File: src/sv/cbf_pkg.sv
// Shared types and constants of the cubic Bezier flattener.
`default_nettype none

package cbf_pkg;

    // Coordinate and point-set types.
    typedef logic signed [15:0] coord_t;

    typedef struct packed {
        coord_t start_x;
        coord_t start_y;
        coord_t ctrl1_x;
        coord_t ctrl1_y;
        coord_t ctrl2_x;
        coord_t ctrl2_y;
        coord_t end_x;
        coord_t end_y;
    } pts_t;

    // One result word as it leaves the block.
    typedef struct packed {
        coord_t point_x;
        coord_t point_y;
        logic   draw_segment;
        logic   last_point;
    } res_t;

    // Control tag that travels down the evaluation pipeline.
    typedef struct packed {
        logic valid;
        logic first;
        logic last;
    } tag_t;

    // Sample index and point count limits.
    localparam int IDX_W     = 6;
    localparam int MAX_COUNT = 64;
    localparam int MIN_COUNT = 2;

    // Q1.16 unit value of the curve parameter.
    localparam int          T_W     = 17;
    localparam logic [16:0] Q16_ONE = 17'h10000;

    // Weights are Q1.48; split point for the partial products.
    localparam int W_W      = 49;
    localparam int W_LO_W   = 32;
    localparam int ACC_W    = 68;
    localparam int SHIFT_W  = 48;

    // Result queue depth and its pointer and count widths.
    localparam int OUT_DEPTH = 16;
    localparam int OUT_PTR_W = 4;
    localparam int OUT_CNT_W = 5;

endpackage

`default_nettype wire

File: src/sv/cbf_rfifo.sv
// Result queue between the evaluation pipeline and the output ports.
`default_nettype none

module cbf_rfifo (
    input  wire logic          clk,
    input  wire logic          rst_n,
    input  wire logic          wr_en,
    input  wire cbf_pkg::res_t wr_data,
    input  wire logic          rd_en,
    output logic               empty,
    output cbf_pkg::res_t      rd_data
);

    cbf_pkg::res_t                 entry_reg [cbf_pkg::OUT_DEPTH];
    logic [cbf_pkg::OUT_PTR_W-1:0] wr_ptr_reg, wr_ptr_next;
    logic [cbf_pkg::OUT_PTR_W-1:0] rd_ptr_reg, rd_ptr_next;
    logic [cbf_pkg::OUT_CNT_W-1:0] count_reg, count_next;
    logic                          do_rd;

    // The oldest word is always presented while the queue holds one.
    assign empty   = (count_reg == '0);
    assign rd_data = entry_reg[rd_ptr_reg];
    assign do_rd   = rd_en && !empty;

    // Pointers wrap naturally; the sequencer's credits prevent overflow.
    always_comb
    begin
        wr_ptr_next = wr_en ? wr_ptr_reg + 1'b1 : wr_ptr_reg;
        rd_ptr_next = do_rd ? rd_ptr_reg + 1'b1 : rd_ptr_reg;
        count_next  = count_reg;
        if (wr_en && !do_rd)
        begin
            count_next = count_reg + 1'b1;
        end
        else if (do_rd && !wr_en)
        begin
            count_next = count_reg - 1'b1;
        end
    end

    always_ff @(posedge clk or negedge rst_n)
    begin
        if (!rst_n)
        begin
            wr_ptr_reg <= '0;
            rd_ptr_reg <= '0;
            count_reg  <= '0;
        end
        else
        begin
            wr_ptr_reg <= wr_ptr_next;
            rd_ptr_reg <= rd_ptr_next;
            count_reg  <= count_next;
        end
    end

    // Storage holds payload only.
    always_ff @(posedge clk)
    begin
        if (wr_en)
        begin
            entry_reg[wr_ptr_reg] <= wr_data;
        end
    end

endmodule

`default_nettype wire

File: config.mk
export PLATFORM = sky130hd
export DESIGN_NAME = cbf_rfifo
export DESIGN_NICKNAME = d
export VERILOG_FILES = /design/src/sv/cbf_pkg.sv /design/src/sv/cbf_rfifo.sv
export SDC_FILE = /design/constraint.sdc
export NUM_CORES = 1
export LEC_CHECK = 0
export ABC_AREA = 1
export ABC_CLOCK_PERIOD_IN_PS = 3100
export BUFFER_PORTS_ARGS = -buffer_cell sky130_fd_sc_hd__buf_2
export CAP_MARGIN = 0
export CORE_ASPECT_RATIO = 1.75
export CORE_MARGIN = 1
export CORE_UTILIZATION = 29
export CTS_BUF_LIST = sky130_fd_sc_hd__clkbuf_8
export DETAILED_ROUTE_END_ITERATION = 10
export HOLD_SLACK_MARGIN = 0.03
export PLACE_DENSITY = 0.52
export SLEW_MARGIN = 10
export SYNTH_ARGS = -nofsm -noshare
export SYNTH_HDL_FRONTEND = slang
export SYNTH_SLANG_ARGS = --single-unit
File: constraint.sdc
create_clock -name clk -period 3.1 [get_ports clk]
set_input_delay 0.155 -clock clk [delete_from_list [all_inputs] [get_ports clk]]
set_output_delay 0.155 -clock clk [all_outputs]
set_load 0.02 [all_outputs]
==> results.cfg <==
[run_status]
status = finished clean

[synthesis]
synth_area_per_cell_um2 = 10.54
synth.area.top_cells = edfxtp_1 70%, nand2_1 14%, nand3_1 4.5%
synth-edff-count = 544
yosysTopAreaCell = edfxtp_1
synthFlopType = edfxtp_1
ys_async_sr_fraction_pct = 2.334
yosysUniqueCellTypes = 20
yosys_register_bits = 557
synth_most_common_cell = nand2_1
syn_nets = 2280
netlist_top_cells_count = 883 x nand2_1, 544 x edfxtp_1, 223 x nor2_1
synth_cells = 2231
ys_seq_area_share_pct = 70.89
ys_warn_count = 0
synth_top_area_share_pct = 69.50
netlist_area_um2 = 23500

[floorplan]
die_y_um = 378.6
ios = 73
num_rows = 137
start_util_pct = 29.36
die_x_um = 217.2
dieArea_um2 = 82230
coreArea_um2 = 80050

[sta]
final_max_slew_viol_count = 0
finalCritPeriodShare_pct = 94.63
period_needed_ns = 2.933
relSlewSlack_pct = 36.41
setup_violations = 0
worst_pin_slew_ns = 0.9539
grt_setup_unrepaired = false
fmax_ghz = 0.3409
skew_ns = 0.02239
hold_viol = 0
tns_ns = 0

[layout]
fin_area_um2 = 26950
drive_gt1_share_pct = 9.826
area_growth_pct = 14.68
fin_nets = 2409
largest_register_ffs = 544

[clock_tree]
cts.sinks = 557
clockRootBuffer = clkbuf_8
clkTransAtPathRegs_ns = 0.07
clk_latency_ns = 0.67
cts_tree = yes
htreeDepth = 3
numCtsBuffers = 79
cts_max_path_buffers = 3

[critical_path]
reg2reg_slack_ns = 0.74
reg2reg_to = count_reg[4]
worstPathArrival_ns = 2.78
cp.required_ns = 2.94
startpoint_type = flop
crit_chain = inv_2 -> buf_4 -> nand3_1 -> nand3_1 -> nand2_1 -> nand2_1 -> buf_2
slowest_delay_ns = 0.66
setup.worst_path.end = rd_data[2]
critPathMaxFanout = 28
cp_slowest_cell = dfrtp_4
reg2reg_depth = 14
timing_worst_setup_path_type = reg2out
critPathLaunch = rd_ptr_reg[1]
crit_path_end_kind = output port
regToRegStartpoint = count_reg[2]

[detailed_routing]
drt_wl_total_um = 60020
vias_per_cell = 4.467
drc = 0
vias = 15435
antenna_left = 0
drtIter0Drc = 1079
firstDrtPassIters = 5
post_drt_wl_per_cell_um = 17.37

[grt]
grt_pass1_wl_um = 92200
antenna_found_initial = 1
grt_max_degree = 181
first_global_vias = 15518
grt_use_total_pct = 14.83
grt-ovfl-total = 0

[place]
dp.final_hpwl_um = 35080
place_area_um2 = 25230
place_congestion = 0.7742
port_buffers = 72

[flow_run]
maxCapViolCount = 0

[power_and_ir_drop]
p_leak_nw = 10.94
ir_drop_mv = 0.7616
powerDensity_nw_per_um2 = 860.1

[min_path]
hold_class = in2reg
==> report_power, final <==
part           total (W)  internal, W  switching [W]
logic            0.00866      0.00240        0.00626
clock network    0.00515      0.00238        0.00277
registers        0.00937      0.00908       0.000295
==> critical path: cells and delay by family, from the launching register on <==
family | cells | cell delay (ns)
buffers and inverters | 3 | 0.93
DFF | 1 | 0.66
and+or+nand+nor | 4 | 0.49
==> what timing repair did <==
item,in CTS,in global routing
hold buffers,38,0
setup endpoints to repair,0,3
setup buffers,0,0
gates resized for setup,0,2
endpoints found under the hold margin,564,0
==> cell type report <==
cell class / count / area (µm²)
antenna: 1 / 2.502
clock inverter: 54 / 245.2
clock buffer: 79 / 1087
sequential: 557 / 16670
fill: 7932 / 53100
tap: 1042 / 1304
multi-input combinational: 1346 / 5609
timing repair buffer: 153 / 1192
inverter: 223 / 844.6
==> layer usage <==
layer | vias to the layer above | wire length, µm | GRT usage (%)
li1 | 7475 | - | -
met1 | 7557 | 23980 | 16.48
met2 | 293 | 31970 | 27.67
met3 | 110 | 2238 | 2.500
met4 | 0 | 1832 | 5.966
met5 | - | 0 | 0
==> metrics by stage <==
stage | power, W | std cells | setup slack (ns) | util [%] | hold WS, ns
after floorplan | 0.01514 | 2231 | 0.4913 | - | -0.1406
after global placement | 0.01823 | 3283 | 0.8282 | 31.52 | 0.07746
after detailed placement | 0.01833 | 3283 | 0.8118 | 31.52 | 0.07463
after CTS | 0.02357 | 3454 | 0.07833 | 33.66 | 0.2514
after global routing | 0.02471 | 3455 | 0.03127 | 33.67 | 0.2965
final | 0.02318 | 3455 | 0.1665 | 33.67 | 0.3161
==> how the worst min path moves through the flow <==
stage,from,endpoint,slack (ns),cells past startpoint
2_1_floorplan,rst_n,count_reg[0],-0.14,0
3_3_place_gp,rst_n,wr_ptr_reg[0],0.08,1
3_5_place_dp,rst_n,wr_ptr_reg[0],0.07,1
4_1_cts,rd_en,rd_ptr_reg[3],0.25,4
5_1_grt,rd_en,rd_ptr_reg[3],0.30,4
6_report,rd_en,rd_ptr_reg[3],0.32,4
==> logic make-up after synthesis <==
| kind of cell | Yosys count | share of synthesized area [%] |
|---|---|---|
| and+or+nand+nor | 1321 | 22.29 |
| DFF | 557 | 70.89 |
| buffers and inverters | 328 | 5.760 |
| adders and majority gates | 11 | 0.6175 |
| xor gates and xnor gates | 9 | 0.3354 |
| AOI/OAI and AO/OA | 5 | 0.1065 |
==> placed cells by master (no fill, tap or decap), types with 6 or more instances in the layout <==
master,count
nor2_1,207
clkinv_2,14
xor2_1,6
clkinv_1,17
nand3_1,210
nor2_4,17
nand2_1,883
buf_4,32
buf_12,10
ha_1,10
dfrtp_1,10
dlygate4sd3_1,38
clkbuf_8,79
edfxtp_1,544
inv_1,237
buf_2,72
Power figures use the tool's default switching activity.
