--- config.mk ---
export PLATFORM = sky130hd
export DESIGN_NAME = cbf_front
export DESIGN_NICKNAME = d
export VERILOG_FILES = /design/src/sv/cbf_pkg.sv /design/src/sv/cbf_front.sv
export SDC_FILE = /design/constraint.sdc
export NUM_CORES = 1
export LEC_CHECK = 0
export BUFFER_PORTS_ARGS = -buffer_cell sky130_fd_sc_hd__buf_2
export CORE_ASPECT_RATIO = 0.75
export CORE_MARGIN = 4
export CORE_UTILIZATION = 35
export DETAILED_ROUTE_END_ITERATION = 10
export PLACE_DENSITY_LB_ADDON = 0.12
export RECOVER_POWER = 50
export SETUP_SLACK_MARGIN = 0.5
export SLEW_MARGIN = 20
export SYNTH_ARGS = -nofsm -noshare
export SYNTH_HDL_FRONTEND = slang
export SYNTH_SLANG_ARGS = --single-unit
--- constraint.sdc ---
create_clock -name clk -period 8.3 [get_ports clk]
set_input_delay 1.66 -clock clk [delete_from_list [all_inputs] [get_ports clk]]
set_output_delay 1.66 -clock clk [all_outputs]
set_load 0.005 [all_outputs]
--- src/sv/cbf_pkg.sv ---
// Shared types and constants of the cubic Bezier flattener.
`default_nettype none

package cbf_pkg;

    // Coordinate and point-set types.
    typedef logic signed [15:0] coord_t;

    typedef struct packed {
        coord_t start_x;
        coord_t start_y;
        coord_t ctrl1_x;
        coord_t ctrl1_y;
        coord_t ctrl2_x;
        coord_t ctrl2_y;
        coord_t end_x;
        coord_t end_y;
    } pts_t;

    // One result word as it leaves the block.
    typedef struct packed {
        coord_t point_x;
        coord_t point_y;
        logic   draw_segment;
        logic   last_point;
    } res_t;

    // Control tag that travels down the evaluation pipeline.
    typedef struct packed {
        logic valid;
        logic first;
        logic last;
    } tag_t;

    // Sample index and point count limits.
    localparam int IDX_W     = 6;
    localparam int MAX_COUNT = 64;
    localparam int MIN_COUNT = 2;

    // Q1.16 unit value of the curve parameter.
    localparam int          T_W     = 17;
    localparam logic [16:0] Q16_ONE = 17'h10000;

    // Weights are Q1.48; split point for the partial products.
    localparam int W_W      = 49;
    localparam int W_LO_W   = 32;
    localparam int ACC_W    = 68;
    localparam int SHIFT_W  = 48;

    // Result queue depth and its pointer and count widths.
    localparam int OUT_DEPTH = 16;
    localparam int OUT_PTR_W = 4;
    localparam int OUT_CNT_W = 5;

endpackage

`default_nettype wire

--- src/sv/cbf_front.sv ---
// Front end: two-entry queue of accepted control point sets.
`default_nettype none

module cbf_front (
    input  wire logic          clk,
    input  wire logic          rst_n,
    input  wire logic          push,
    output logic               full,
    input  wire cbf_pkg::pts_t in_pts,
    output logic               head_valid,
    output cbf_pkg::pts_t      head,
    input  wire logic          head_pop
);

    cbf_pkg::pts_t entry_reg [2];
    logic          wr_ptr_reg, wr_ptr_next;
    logic          rd_ptr_reg, rd_ptr_next;
    logic [1:0]    count_reg, count_next;
    logic          do_push;
    logic          do_pop;

    // Handshake decode.
    assign full       = (count_reg == 2'd2);
    assign head_valid = (count_reg != 2'd0);
    assign head       = entry_reg[rd_ptr_reg];
    assign do_push    = push && !full;
    assign do_pop     = head_pop && head_valid;

    // Pointer and fill count update.
    always_comb
    begin
        wr_ptr_next = do_push ? !wr_ptr_reg : wr_ptr_reg;
        rd_ptr_next = do_pop ? !rd_ptr_reg : rd_ptr_reg;
        count_next  = count_reg;
        if (do_push && !do_pop)
        begin
            count_next = count_reg + 2'd1;
        end
        else if (do_pop && !do_push)
        begin
            count_next = count_reg - 2'd1;
        end
    end

    always_ff @(posedge clk or negedge rst_n)
    begin
        if (!rst_n)
        begin
            wr_ptr_reg <= 1'b0;
            rd_ptr_reg <= 1'b0;
            count_reg  <= 2'd0;
        end
        else
        begin
            wr_ptr_reg <= wr_ptr_next;
            rd_ptr_reg <= rd_ptr_next;
            count_reg  <= count_next;
        end
    end

    // Queue storage holds payload only.
    always_ff @(posedge clk)
    begin
        if (do_push)
        begin
            entry_reg[wr_ptr_reg] <= in_pts;
        end
    end

endmodule

`default_nettype wire

==> flow_summary.yaml, run 1 <==
global_route:
  grt.overflow.total: 0
  grt_pass1_vias: 5164
  grt_start_max_net_pins: 75
  grt_pass1_wl_um: 28900
  grt_usage_pct: 12.5
  antenna_found_initial: 2
timing:
  rsz0062_at_grt: "false"
  setup-violations-final: 0
  period_share_pct: 57.1
  slew_headroom_pct: -114
  fin_crit_ps: 4740
  hold_ws_ps: 498
  fin_tns_setup_ps: 0
  skew_ps: 5.06
  finalHoldViolCount: 0
  slew_viol_final: 114
  worst_pin_slew_ps: 3220
  timing.fmax_mhz: 211
layout:
  final_cells: 1062
  syn2layout_area_growth_pct: 25.0
  fin_util_pct: 45.1
  final_cell_area_sq_mm: 0.0119
  fin_nets: 829
  layout-drive-gt1-share_pct: 49.6
  largest_reg_flops: 256
clock_network:
  cts.clk_slew.worst_paths_ps: 60
  clk_latency_ps: 510
  clock-sinks: 260
  cts_buffer_depth: 3
  htreeDepth: 1
  cts_buffers: 26
  cts_hold_buffers: 0
  cts_root_buf: "clkbuf_16"
  ctsResizeCount: 0
  postCtsSetupRepairBufs: 0
  cts_tree: "done"
critical_path:
  crit_fanout: 74
  worst_path_max_delay_cell: "dfrtp_4"
  worstRegToRegCells: 3
  worstPathCellList: "buf_4 > mux2_2 > buf_2"
  crit_required_ps: 6640
  critPathMaxStageDelay_ps: 1090
  path_class: "reg2out"
  endpoint_kind: "output port"
  critical_path_arrival_ps: 3080
  start_kind: "flip-flop"
route:
  dr.first_iter.drc_count: 174
  wl_per_cell_um: 18.5
  antenna_left: 0
  route.vias.total: 4830
  wirelength_um: 19600
  drc: 0
  vias_per_cell: 4.55
  firstDrtPassIters: 4
placed_design:
  placed_cell_area_sq_mm: 0.0111
  place_congestion: 0.737
  io_buffers: 261
  place_hpwl_um: 13100
  dp_cells: 1012
yosys:
  syn_inst: 417
  ys_warn_count: 0
  yosysSeqAreaShare_pct: 82.2
  synth_seq_cells: 260
  synth_nets: 550
  synth_area_per_cell_sq_um: 22.7
  synth_cell_type_count: 14
  synth.cell_area_sq_mm: 0.00948
die:
  floorplan.initialDensity_pct: 36.1
  fp.dieH_um: 151
  core_sq_mm: 0.0263
  die_w_um: 198
  die-area_sq_mm: 0.0298
  ios: 262
  row_count: 51
pwr:
  power_frac_seq_pct: 47.1
  power.share.switching_pct: 26.8
  max-vdd-ir-drop_mv: 0.226
  p_comb_share_pct: 25.1
  clockPowerShare_pct: 27.7
  leakagePower_nw: 4.23
  power_density_mw_per_mm2: 348
  power_switching_mw: 1.10
  intPower_mw: 3.02
job:
  cap_viol_max_count: 2
run_status:
  violations: "max-capacitance violations, max-slew violations"
  outcome: "complete, but fails checks"
min_path:
  holdPathStages: 1
  hold_class: "reg2reg"
==> stage by stage <==
stage / worst slack (ps) / power, mW
2_1_floorplan: 616 / 2.62
3_3_place_gp: 4090 / 3.02
3_5_place_dp: 4050 / 3.04
4_1_cts: 3490 / 4.20
5_1_grt: 3250 / 4.35
6_report: 3560 / 4.12
==> worst max-delay path, delay by kind of cell, from the launching register on <==
| kind | cells | cell delay (ps) |
|---|---|---|
| flip-flops | 1 | 1090 |
| buffers and inverters | 2 | 890 |
| multiplexers | 1 | 440 |
==> power by group through the flow <==
stage	Clock, mW	Sequential [mW]	Combinational (mW)
floorplan	0	1.92	0.701
CTS	1.18	1.94	1.08
detailed placement	0	1.97	1.07
finish	1.14	1.94	1.03
global placement	0	1.96	1.06
global route	1.24	1.98	1.13
==> area by class of cell <==
cell class                 count  area [sq um]
antenna                        2          5.00
inverter                       2          7.51
timing repair buffer         265          1230
tap                          344           430
sequential                   260          7790
clock inverter                15           145
clock buffer                  33           698
multi-input combinational    141          1540
fill                        2338         14400
==> per-layer routing <==
layer	vias up	part of all wire [%]	track usage, %
li1	2221	-	-
met5	-	0.11	0
met4	4	2.2	2.89
met3	37	8.8	4.21
met1	2390	43	16.7
met2	178	46	19.9
==> synthesized netlist by cell type <==
library cell | instances | area, sq um
buf_2 | 1 | 5.00
dfrtp_1 | 4 | 100
inv_1 | 2 | 7.51
or2_2 | 1 | 6.26
nor2_1 | 2 | 7.51
edfxtp_1 | 256 | 7690
xor2_1 | 2 | 17.5
and3_1 | 1 | 6.26
ha_1 | 1 | 12.5
buf_6 | 13 | 146
nand2_1 | 2 | 7.51
nand2b_1 | 1 | 6.26
mux2_2 | 128 | 1440
xnor2_1 | 3 | 26.3
==> cell families (layout without fill, tap and decap cells) <==
| family | Yosys count | after routing | synth area share [%] |
|---|---|---|---|
| multiplexers | 128 | 128 | 15.2 |
| adder cells (fa/ha/maj) | 1 | 1 | 0.132 |
| flip-flops | 260 | 260 | 82.2 |
| XOR/XNOR | 5 | 5 | 0.462 |
| buffers and inverters | 16 | 315 | 1.68 |
| AND/OR/NAND/NOR | 7 | 7 | 0.357 |
| other | 0 | 2 | 0 |
==> cell usage in the layout, fill, tap and decap left out, drive strengths merged <==
cell,synthesis,routed
and3,1,1
buf,14,187
bufinv,0,3
clkbuf,0,111
clkinv,0,12
dfrtp,4,4
diode,0,2
edfxtp,256,256
ha,1,1
inv,2,2
mux2,128,128
nand2,2,2
nand2b,1,1
nor2,2,2
or2,1,1
xnor2,3,3
xor2,2,2
==> path summary, 6_finish.rpt <==
check / startpoint / to / slack [ps]
setup / recovery: rd_ptr_reg$_DFFE_PN0P_ / head[79] / 3560
hold / removal: count_reg[1]$_DFFE_PN0P_ / count_reg[1]$_DFFE_PN0P_ / 500
setup reg to reg: count_reg[0]$_DFFE_PN0P_ / entry_reg[1][116]$_DFFE_PP_ / 4270
hold reg to reg: count_reg[1]$_DFFE_PN0P_ / count_reg[1]$_DFFE_PN0P_ / 500
max in group asynchronous: rst_n / rd_ptr_reg$_DFFE_PN0P_ / 7090
min in group asynchronous: rst_n / wr_ptr_reg$_DFFE_PN0N_ / 980
No activity file was read; power rests on OpenSTA's default activity.
==> inputs of run 2 (changes only) <==
clock period = 4.73 ns   (was 8.3 ns; I/O delays follow)
==> flow_summary.yaml, run 2 (synthesized netlist as in run 1, its figures left out) <==
run_status:
  outcome: "complete, but fails checks"
  violations: "max-capacitance violations, max-slew violations"
route:
  dr.first_iter.drc_count: 195
  drc: 0
  antenna_left: 0
  firstDrtPassIters: 4
  wirelength_um: 19300
  wl_per_cell_um: 18.1
  vias_per_cell: 4.52
  route.vias.total: 4812
layout:
  layout_commonest_cell: "edfxtp_1"
  final_cell_area_sq_mm: 0.0119
  mostFrequentLayoutCells: "edfxtp_1 (256), buf_2 (186), mux2_2 (128)"
  fin_nets: 831
  largest_reg_flops: 256
  layout-drive-gt1-share_pct: 50.4
  syn2layout_area_growth_pct: 25.5
global_route:
  grt.overflow.total: 0
  grt_start_max_net_pins: 66
  grt_pass1_wl_um: 28600
  antenna_found_initial: 5
  grt_pass1_vias: 5125
  grt_usage_pct: 12.3
timing:
  period_share_pct: 75.0
  slew_headroom_pct: -57.0
  slew_viol_final: 26
  fin_tns_setup_ps: 0
  skew_ps: 22.7
  rsz0062_at_grt: "false"
  fin_crit_ps: 3550
  worst_pin_slew_ps: 2350
  finalHoldViolCount: 0
  timing.fmax_mhz: 282
  setup-violations-final: 0
clock_network:
  cts.clk_slew.worst_paths_ps: 60
  cts_tree: "done"
  clock-sinks: 260
  postCtsSetupRepairBufs: 0
  htreeDepth: 1
  cts_root_buf: "clkbuf_16"
  cts_buffer_depth: 3
  cts_buffers: 27
  clk_latency_ps: 530
  ctsResizeCount: 0
  cts_hold_buffers: 0
die:
  core_sq_mm: 0.0263
  die_w_um: 198
  row_count: 51
  die-area_sq_mm: 0.0298
  ios: 262
  fp.dieH_um: 151
  floorplan.initialDensity_pct: 36.1
pwr:
  power.share.switching_pct: 27.2
  power_density_mw_per_mm2: 606
  p_comb_share_pct: 27.2
  clockPowerShare_pct: 27.6
  total_power_mw: 7.20
  power_switching_mw: 1.96
  leakagePower_nw: 4.25
  intPower_mw: 5.25
  max-vdd-ir-drop_mv: 0.325
  power_frac_seq_pct: 45.2
job:
  cap_viol_max_count: 1
critical_path:
  path_class: "reg2reg"
  start_kind: "flip-flop"
  r2r-start: "count_reg[0]$_DFFE_PN0P_"
  critical_path_arrival_ps: 3700
  endpoint_kind: "flip-flop"
  crit_fanout: 39
  crit_required_ps: 4880
  critPathLaunch: "count_reg[0]$_DFFE_PN0P_"
placed_design:
  io_buffers: 261
  placed_cell_area_sq_mm: 0.0111
  place_hpwl_um: 13000
  place_congestion: 0.709
min_path:
  hold_class: "in2async"
-- run 2: path summary, 6_finish.rpt --
path | to | slack [ps] | depth (start not counted)
min in group clk | count_reg[1]$_DFFE_PN0P_ | 500 | 1
hold reg to reg | count_reg[1]$_DFFE_PN0P_ | 500 | 1
max in group asynchronous | rd_ptr_reg$_DFFE_PN0P_ | 4270 | 1
setup reg to reg | entry_reg[0][39]$_DFFE_PP_ | 1180 | 4
hold / removal | count_reg[1]$_DFFE_PN0P_ | 240 | 1
setup / recovery | entry_reg[0][39]$_DFFE_PP_ | 1180 | 4
-- run 2: cell type report --
cell class / count / area (sq um)
antenna: 3 / 7.51
clock buffer: 31 / 691
clock inverter: 18 / 154
fill: 2316 / 14400
inverter: 2 / 7.51
multi-input combinational: 141 / 1540
sequential: 260 / 7790
tap: 344 / 430
timing repair buffer: 266 / 1270
-- run 2: critical path: stages (launching register included) --
cell	delay, ps
dfrtp_1	410
nand2b_1	170
nand2_1	110
nor2_1	1730
buf_4	700
-- run 2: power by group through the flow --
stage	clock network, mW	logic, mW	registers (mW)
2_1_floorplan	0	1.23	3.30
3_3_place_gp	0	2.01	3.28
3_5_place_dp	0	2.02	3.31
4_1_cts	2.06	2.03	3.26
5_1_grt	2.17	2.15	3.30
6_report	1.99	1.96	3.26
-- run 2: metal layers --
metal	global-route usage [%]	wire (um)
met1	15.5	7750
met2	19.8	9070
met3	5.19	1970
met4	3.06	459
met5	0	53
-- run 2: through the flow --
step                      hold WS (ps)  setup WS [ps]  util [%]  instances
after floorplan                    456           1350         -        417
after global placement             477           1910      42.4       1013
after detailed placement           491           1830      42.4       1013
after CTS                          184           1520      45.6       1062
after global routing               231            861      45.2       1063
final                              243           1180      45.2       1065
